$ cat src/isort_pkg.sv
// Shared types for the insertion sort engine: the broadcast control word
// and the link that one sort cell hands to its upper neighbor.
// No dependencies.
package isort_pkg;

    // Control broadcast to every cell of the chain.
    typedef struct packed {
        logic load;    // insert the broadcast value into the chain
        logic unload;  // shift the chain down by one toward cell 0
    } isort_ctrl_t;

    // Status a cell passes to the next cell up the chain.
    typedef struct packed {
        logic valid;   // the cell holds an element
        logic gt;      // the held element is strictly greater than the new value
    } isort_link_t;

endpackage

$ cat src/isort_cell.sv
// One cell of the insertion chain: holds one element and its valid bit.
// Depends on isort_pkg for the control and link types.
module isort_cell #(
    parameter int VALUE_WIDTH = 32
) (
    input  logic                          aclk,
    input  logic                          aresetn,
    input  isort_pkg::isort_ctrl_t        ctrl,
    input  logic signed [VALUE_WIDTH-1:0] new_value,
    input  isort_pkg::isort_link_t        prev_link,
    input  logic signed [VALUE_WIDTH-1:0] prev_value,
    input  logic                          upper_valid,
    input  logic signed [VALUE_WIDTH-1:0] upper_value,
    output isort_pkg::isort_link_t        link,
    output logic signed [VALUE_WIDTH-1:0] value
);
    import isort_pkg::*;

    logic signed [VALUE_WIDTH-1:0] value_reg, value_next;
    logic                          valid_reg, valid_next;
    logic                          gt;
    logic                          takes;

    assign gt = valid_reg && (value_reg > new_value);
    // This cell changes on a load when its element moves up, or when it is
    // the lowest empty cell.
    assign takes = gt || (!valid_reg && prev_link.valid);

    always_comb begin
        value_next = value_reg;
        valid_next = valid_reg;
        if (ctrl.unload) begin
            value_next = upper_value;
            valid_next = upper_valid;
        end else if (ctrl.load && takes) begin
            value_next = prev_link.gt ? prev_value : new_value;
            valid_next = 1'b1;
        end
    end

    always_ff @(posedge aclk) begin
        value_reg <= value_next;
        if (!aresetn) begin
            valid_reg <= 1'b0;
        end else begin
            valid_reg <= valid_next;
        end
    end

    assign link.valid = valid_reg;
    assign link.gt    = gt;
    assign value      = value_reg;

endmodule

$ cat src/insertion_sort_engine.sv
// Top level of the insertion sort engine: a chain of sort cells plus the
// load/unload control and the registered result beat. Depends on isort_pkg
// and isort_cell.
//
//   Channel   Ports            Payload
//   --------  ---------------  ---------------------------------------------
//   input     s_t*             tdata: value; tlast: is_last
//   result    m_t*             tdata: sorted_value; tlast: last_of_run;
//                              tuser: overflow
//
// Loading is fully parallel: every cell compares its element with the
// incoming value at once and the chain shifts in a single step.
// When the beat flagged tlast is taken, the chain unloads one element per
// cycle through cell 0 into the output register; s_tready is low while
// unloading. Reset empties the chain and the output register; downstream
// stalls hold the output register and pause the unload.
module insertion_sort_engine #(
    parameter int DEPTH       = 32,
    parameter int VALUE_WIDTH = 32
) (
    input  logic                                 aclk,
    input  logic                                 aresetn,
    // tdata bits from 0: value (VALUE_WIDTH bits), then zero fill
    input  logic [((VALUE_WIDTH+7)/8)*8-1:0]     s_tdata,
    input  logic                                 s_tvalid,
    input  logic                                 s_tlast,
    output logic                                 s_tready,
    // tdata bits from 0: sorted_value (VALUE_WIDTH bits), then zero fill
    output logic [((VALUE_WIDTH+7)/8)*8-1:0]     m_tdata,
    output logic                                 m_tvalid,
    output logic                                 m_tlast,
    // tuser bit 0: overflow
    output logic                                 m_tuser,
    input  logic                                 m_tready
);
    import isort_pkg::*;

    localparam int TDATA_W = ((VALUE_WIDTH + 7) / 8) * 8;

    isort_ctrl_t                   ctrl;
    isort_link_t                   link    [DEPTH];
    logic signed [VALUE_WIDTH-1:0] cell_val [DEPTH];
    logic [DEPTH-1:0]              valid_vec;
    logic signed [VALUE_WIDTH-1:0] new_value;

    logic                   unload_reg, unload_next;
    logic                   dropped_reg, dropped_next;
    logic                   m_tvalid_reg, m_tvalid_next;
    logic                   m_tlast_reg, m_tlast_next;
    logic                   m_tuser_reg, m_tuser_next;
    logic [VALUE_WIDTH-1:0] m_data_reg, m_data_next;

    logic in_beat;
    logic full;
    logic pop;

    assign new_value = $signed(s_tdata[VALUE_WIDTH-1:0]);
    assign s_tready  = !unload_reg;
    assign in_beat   = s_tvalid && s_tready;
    assign full      = valid_vec[DEPTH-1];
    // While unloading, cell 0 moves into the output register whenever that register is free.
    assign pop       = unload_reg && (!m_tvalid_reg || m_tready);

    // Elements that arrive with the chain full are dropped, not inserted.
    assign ctrl.load   = in_beat && !full;
    assign ctrl.unload = pop;

    genvar i;
    generate
        for (i = 0; i < DEPTH; i++) begin : g_cell
            isort_link_t                   p_link;
            logic signed [VALUE_WIDTH-1:0] p_val;
            logic                          u_valid;
            logic signed [VALUE_WIDTH-1:0] u_val;

            // Below cell 0 sits a virtual full cell that is never greater,
            // so an empty cell 0 always accepts the new value.
            if (i == 0) begin : g_bottom
                assign p_link.valid = 1'b1;
                assign p_link.gt    = 1'b0;
                assign p_val        = '0;
            end else begin : g_inner
                assign p_link = link[i-1];
                assign p_val  = cell_val[i-1];
            end

            if (i == DEPTH - 1) begin : g_top
                assign u_valid = 1'b0;
                assign u_val   = '0;
            end else begin : g_below_top
                assign u_valid = link[i+1].valid;
                assign u_val   = cell_val[i+1];
            end

            isort_cell #(
                .VALUE_WIDTH(VALUE_WIDTH)
            ) u_cell (
                .aclk       (aclk),
                .aresetn    (aresetn),
                .ctrl       (ctrl),
                .new_value  (new_value),
                .prev_link  (p_link),
                .prev_value (p_val),
                .upper_valid(u_valid),
                .upper_value(u_val),
                .link       (link[i]),
                .value      (cell_val[i])
            );

            assign valid_vec[i] = link[i].valid;
        end
    endgenerate

    always_comb begin
        unload_next   = unload_reg;
        dropped_next  = dropped_reg;
        m_tvalid_next = m_tvalid_reg;
        m_tlast_next  = m_tlast_reg;
        m_tuser_next  = m_tuser_reg;
        m_data_next   = m_data_reg;

        if (m_tvalid_reg && m_tready) begin
            m_tvalid_next = 1'b0;
        end

        if (in_beat) begin
            if (full) begin
                dropped_next = 1'b1;
            end
            if (s_tlast) begin
                unload_next = 1'b1;
            end
        end

        if (pop) begin
            m_tvalid_next = 1'b1;
            m_data_next   = cell_val[0];
            m_tuser_next  = dropped_reg;
            // The run ends when nothing sits above cell 0.
            m_tlast_next  = !valid_vec[1];
            if (!valid_vec[1]) begin
                unload_next  = 1'b0;
                dropped_next = 1'b0;
            end
        end
    end

    always_ff @(posedge aclk) begin
        m_data_reg  <= m_data_next;
        m_tlast_reg <= m_tlast_next;
        m_tuser_reg <= m_tuser_next;
        if (!aresetn) begin
            unload_reg   <= 1'b0;
            dropped_reg  <= 1'b0;
            m_tvalid_reg <= 1'b0;
        end else begin
            unload_reg   <= unload_next;
            dropped_reg  <= dropped_next;
            m_tvalid_reg <= m_tvalid_next;
        end
    end

    assign m_tvalid = m_tvalid_reg;
    assign m_tlast  = m_tlast_reg;
    assign m_tuser  = m_tuser_reg;
    assign m_tdata  = TDATA_W'(m_data_reg);

    // The occupied cells always form one contiguous block starting at cell 0.
    a_contiguous : assert property (@(posedge aclk) disable iff (!aresetn)
        ((valid_vec & (valid_vec + 1'b1)) == '0))
        else $error("sort chain occupancy is not contiguous");

    // The beat that closes a set always starts an unload.
    a_tlast_unloads : assert property (@(posedge aclk) disable iff (!aresetn)
        (in_beat && s_tlast) |=> unload_reg)
        else $error("closing beat did not start unload");

    // While unloading, the chain still holds at least one element.
    a_unload_nonempty : assert property (@(posedge aclk) disable iff (!aresetn)
        unload_reg |-> valid_vec[0])
        else $error("unload running on an empty chain");

    // Moving the final element of a run out of the chain ends the unload.
    a_last_ends_run : assert property (@(posedge aclk) disable iff (!aresetn)
        (pop && !valid_vec[1]) |=> !unload_reg)
        else $error("unload still active after final result beat");

endmodule

$ cat config.mk
export PLATFORM = sky130hd
export DESIGN_NAME = insertion_sort_engine
export DESIGN_NICKNAME = d
export VERILOG_FILES = /design/src/isort_pkg.sv /design/src/isort_cell.sv /design/src/insertion_sort_engine.sv
export SDC_FILE = /design/constraint.sdc
export NUM_CORES = 2
export LEC_CHECK = 0
export ABC_AREA = 0
export BUFFER_PORTS_ARGS = -buffer_cell sky130_fd_sc_hd__buf_2
export CELL_PAD_IN_SITES_DETAIL_PLACEMENT = 0
export CELL_PAD_IN_SITES_GLOBAL_PLACEMENT = 2
export CORE_UTILIZATION = 35
export CTS_CLUSTER_DIAMETER = 50
export DETAILED_ROUTE_END_ITERATION = 12
export PLACE_DENSITY = 0.74
export SYNTH_ARGS = -nofsm -noshare
export SYNTH_HDL_FRONTEND = slang
export SYNTH_SLANG_ARGS = --single-unit
$ cat constraint.sdc
create_clock -name aclk -period 13.5 [get_ports aclk]
set_input_delay 0 -clock aclk [delete_from_list [all_inputs] [get_ports aclk]]
set_output_delay 0 -clock aclk [all_outputs]
set_load 0.005 [all_outputs]
==> run summary <==
Status: finished clean
Ys Warns: 0
Count of boundary I/O pins: 73
First-pass GRT wire length: 450300 µm
Syn_nets: 8607
Hold_ws: 0.06855 ns
Worst rel slew slack: 8.477%
Remaining Overflow, GRT: 0
Total instance count after detailed placement: 10.04k
DRC violation count after routing: 0
Synth cell types: 44
Wirelength, routed: 310800 µm
Data required time of the critical path: 13.97 ns
Insertion delay to the later sink of the worst-skew pair: 0.85 ns
Count of flip-flops with a built-in enable after synthesis: 1026
Async set-reset flop share out of synthesis: 0%
Worst Max-Slew Pin Slew: 1.368 ns
Number of global-route vias before repair: 64.98k
GPL Wtd Cong: 0.8887
Final layout net count: 8483
Overall track demand over capacity in global routing: 28.54%
Deepest clock path buffer count: 3
DPL Wire Length: 209900 µm
Initial Utilization: 35.31%
Upper clock frequency limit: 187.1 MHz
Number of cells upsized or downsized after cts: 0
Cell area after synthesis: 74150 µm²
Initial antenna violation count: 2
Highest fanout seen on the critical path: 65
Clock transition at the registers of the reported paths: 0.06 ns
Type of the worst setup path: in2reg
RSZ-0062 raised after global routing: false
Area growth syn-to-layout: 13.28%
Clock tree from TritonCTS: yes
Synth Area per Inst: 9.785 µm²
Sequential element share of the synthesized area: 43.36%
Clk root buf: sky130_fd_sc_hd__clkbuf_16
Max Transition Viols Final: 0
Synth Register Bits: 1093
Antenna violation net count after detailed routing: 0
Average wire length per cell after detail routing: 29.85 µm
Total of buffers placed on input and output ports: 72
Row cnt: 168
Worst vdd ir: 0.1326 mV
Number of hold violations in the final report: 0
Leading register cell type out of synthesis: sky130_fd_sc_hd__edfxtp_1
Static Leakage: 29.27 nW
Final min period: 5.345 ns
Number of flip-flops in the largest register: 1024
Largest net degree at the start of global routing: 186
Synthesized instance count: 7578
Number of buffers created by CTS: 175
Arrival time of the worst setup path: 5.82 ns
Final setup violation count: 0
CP startpoint kind: input pin
Pre-Repair DR Iteration Count: 6
Clock sink total: 1093
Die Height: 462.3 µm
Number of standard cells in the layout, taps in and fillers out: 10.41k
Path category of the worst min-delay check: in2reg
Max Clock Skew: 0.05974 ns
CP endpoint kind: flip-flop
Share of post-route cells with drive strength above 1: 8.431%
Number of DRC markers in iteration 0: 7268
Average vias per placed instance: 6.344
Level count of the clock H-tree: 4
Number of vias after detailed routing: 66.05k
Floorplan die area: 213700 µm²
Pwr per Cell Area: 145.7 nW/µm²
Total Neg Setup Slack: 0 ns
Max-cap check violation count: 0
Period Utilization, post-route: 39.60%
Core Area: 210000 µm²
Overall die width: 462.3 µm
[per-stage QoR]
stage	total power (W)	worst slack (ns)	area [µm²]	util, %
after floorplan	0.006370	8.566	74150	-
final	0.01224	8.155	84000	40.00
after CTS	0.01224	8.519	83990	40.00
after global placement	0.007349	8.329	77470	36.89
after detailed placement	0.007432	8.193	77470	36.89
after global routing	0.01271	8.249	83990	40.00
[critical path, stage by stage]
cell and delay (ns):
sky130_fd_sc_hd__dlygate4sd3_1 0.53, sky130_fd_sc_hd__buf_2 0.15, sky130_fd_sc_hd__inv_2 0.53, sky130_fd_sc_hd__buf_4 0.50
sky130_fd_sc_hd__ha_1 0.21, sky130_fd_sc_hd__nand4_1 0.15, sky130_fd_sc_hd__nor4_1 1.11, sky130_fd_sc_hd__o311ai_0 0.66
sky130_fd_sc_hd__nand4_1 0.34, sky130_fd_sc_hd__mux2i_4 0.25, sky130_fd_sc_hd__buf_4 0.59, sky130_fd_sc_hd__a21oi_1 0.11
sky130_fd_sc_hd__o21ai_2 0.14, sky130_fd_sc_hd__buf_4 0.45
[cells in the final DEF (no fill, tap or decap), types with 31 or more instances in the layout]
master	synthesis	final
sky130_fd_sc_hd__o21a_1	34	34
sky130_fd_sc_hd__nor2b_1	32	32
sky130_fd_sc_hd__a21o_1	153	153
sky130_fd_sc_hd__ha_1	992	992
sky130_fd_sc_hd__nor2_1	68	67
sky130_fd_sc_hd__nand4_1	274	274
sky130_fd_sc_hd__a21oi_1	464	463
sky130_fd_sc_hd__a31oi_1	34	33
sky130_fd_sc_hd__dfxtp_1	67	67
sky130_fd_sc_hd__nand2_1	1129	1096
sky130_fd_sc_hd__a211oi_1	32	32
sky130_fd_sc_hd__buf_4	0	152
sky130_fd_sc_hd__nor4_1	60	60
sky130_fd_sc_hd__clkbuf_16	0	176
sky130_fd_sc_hd__dlygate4sd3_1	0	43
sky130_fd_sc_hd__o211ai_1	928	928
sky130_fd_sc_hd__inv_1	128	97
sky130_fd_sc_hd__nand3_1	1135	1135
sky130_fd_sc_hd__o21ai_0	191	160
sky130_fd_sc_hd__o21ai_2	0	31
sky130_fd_sc_hd__inv_2	1	31
sky130_fd_sc_hd__a21boi_0	60	60
sky130_fd_sc_hd__buf_2	179	72
sky130_fd_sc_hd__edfxtp_1	1026	1026
[Yosys cell counts, drive strengths merged, types with 3 or more instances]
cell type / instances / area (µm²)
inv: 129 / 484.2
edfxtp: 1026 / 30810
o21ai: 193 / 965.9
a21oi: 464 / 2322
nand3: 1135 / 5680
clkbuf: 334 / 1254
ha: 992 / 12410
o311ai: 29 / 254.0
a211oi: 32 / 240.2
a2111oi: 30 / 262.8
o31ai: 29 / 217.7
o211ai: 929 / 6979
nor4: 61 / 387.9
nor3: 3 / 15.01
nor2b: 32 / 200.2
a31oi: 34 / 212.7
nand3b: 30 / 225.2
mux2i: 30 / 300.3
dfxtp: 67 / 1341
buf: 237 / 1136
nor2: 68 / 255.2
a21o: 153 / 1149
a21boi: 60 / 450.4
nand4: 274 / 1714
o221ai: 30 / 262.8
nand2: 1129 / 4238
o21a: 34 / 255.2
[logic make-up after synthesis]
| group | share of synthesized area [%] |
|---|---|
| AO/OA/AOI/OAI | 18.37 |
| adder cells (fa/ha/maj) | 16.74 |
| buffers and inverters | 3.876 |
| flip-flops | 43.36 |
| multiplexers | 0.4252 |
| AND/OR/NAND/NOR | 17.23 |
[metal layers]
metal | track usage [%] | share of wire, %
met1 | 37.43 | 42
met2 | 45.48 | 46
met3 | 5.762 | 8.0
met4 | 12.18 | 4.5
met5 | 0 | 0
[final cells by class]
type	instances	area, µm²
Antenna cell	3	7.507
Tap cell	2805	3510
Sequential cell	1093	32150
Clock inverter	127	1590
Multi-Input combinational cell	5785	39760
Inverter	129	491.7
Fill cell	20666	126000
Clock buffer	199	4501
Timing Repair Buffer	270	1992
[power breakdown]
group | internal [W] | switching, W | total, W
sequential | 0.00435 | 0.000500 | 0.00485
clock | 0.00294 | 0.00186 | 0.00480
combinational | 0.000871 | 0.00171 | 0.00258
total | 0.00816 | 0.00408 | 0.0122
[path summary, 6_finish.rpt]
check,to,slack (ns),cells past startpoint,from
worst min register to register,m_tuser$_DFFE_PP_,0.42,0,dropped_reg$_SDFF_PN0_
worst max-delay path,g_cell[4].u_cell.value[2]$_DFFE_PP_,8.15,14,s_tdata[20]
worst max register to register,g_cell[4].u_cell.value[2]$_DFFE_PP_,8.41,10,g_cell[4].u_cell.value[31]$_DFFE_PP_
worst min-delay path,g_cell[31].u_cell.value[22]$_SDFFE_PP0P_,0.07,4,s_tdata[22]
[timing repair]
action	CTS	global route
hold buffers	43	0
hold endpoints to repair	152	0
buffers inserted	0	0
endpoints found under the setup margin	0	0
Note: power is estimated with default switching activity, not from simulation.
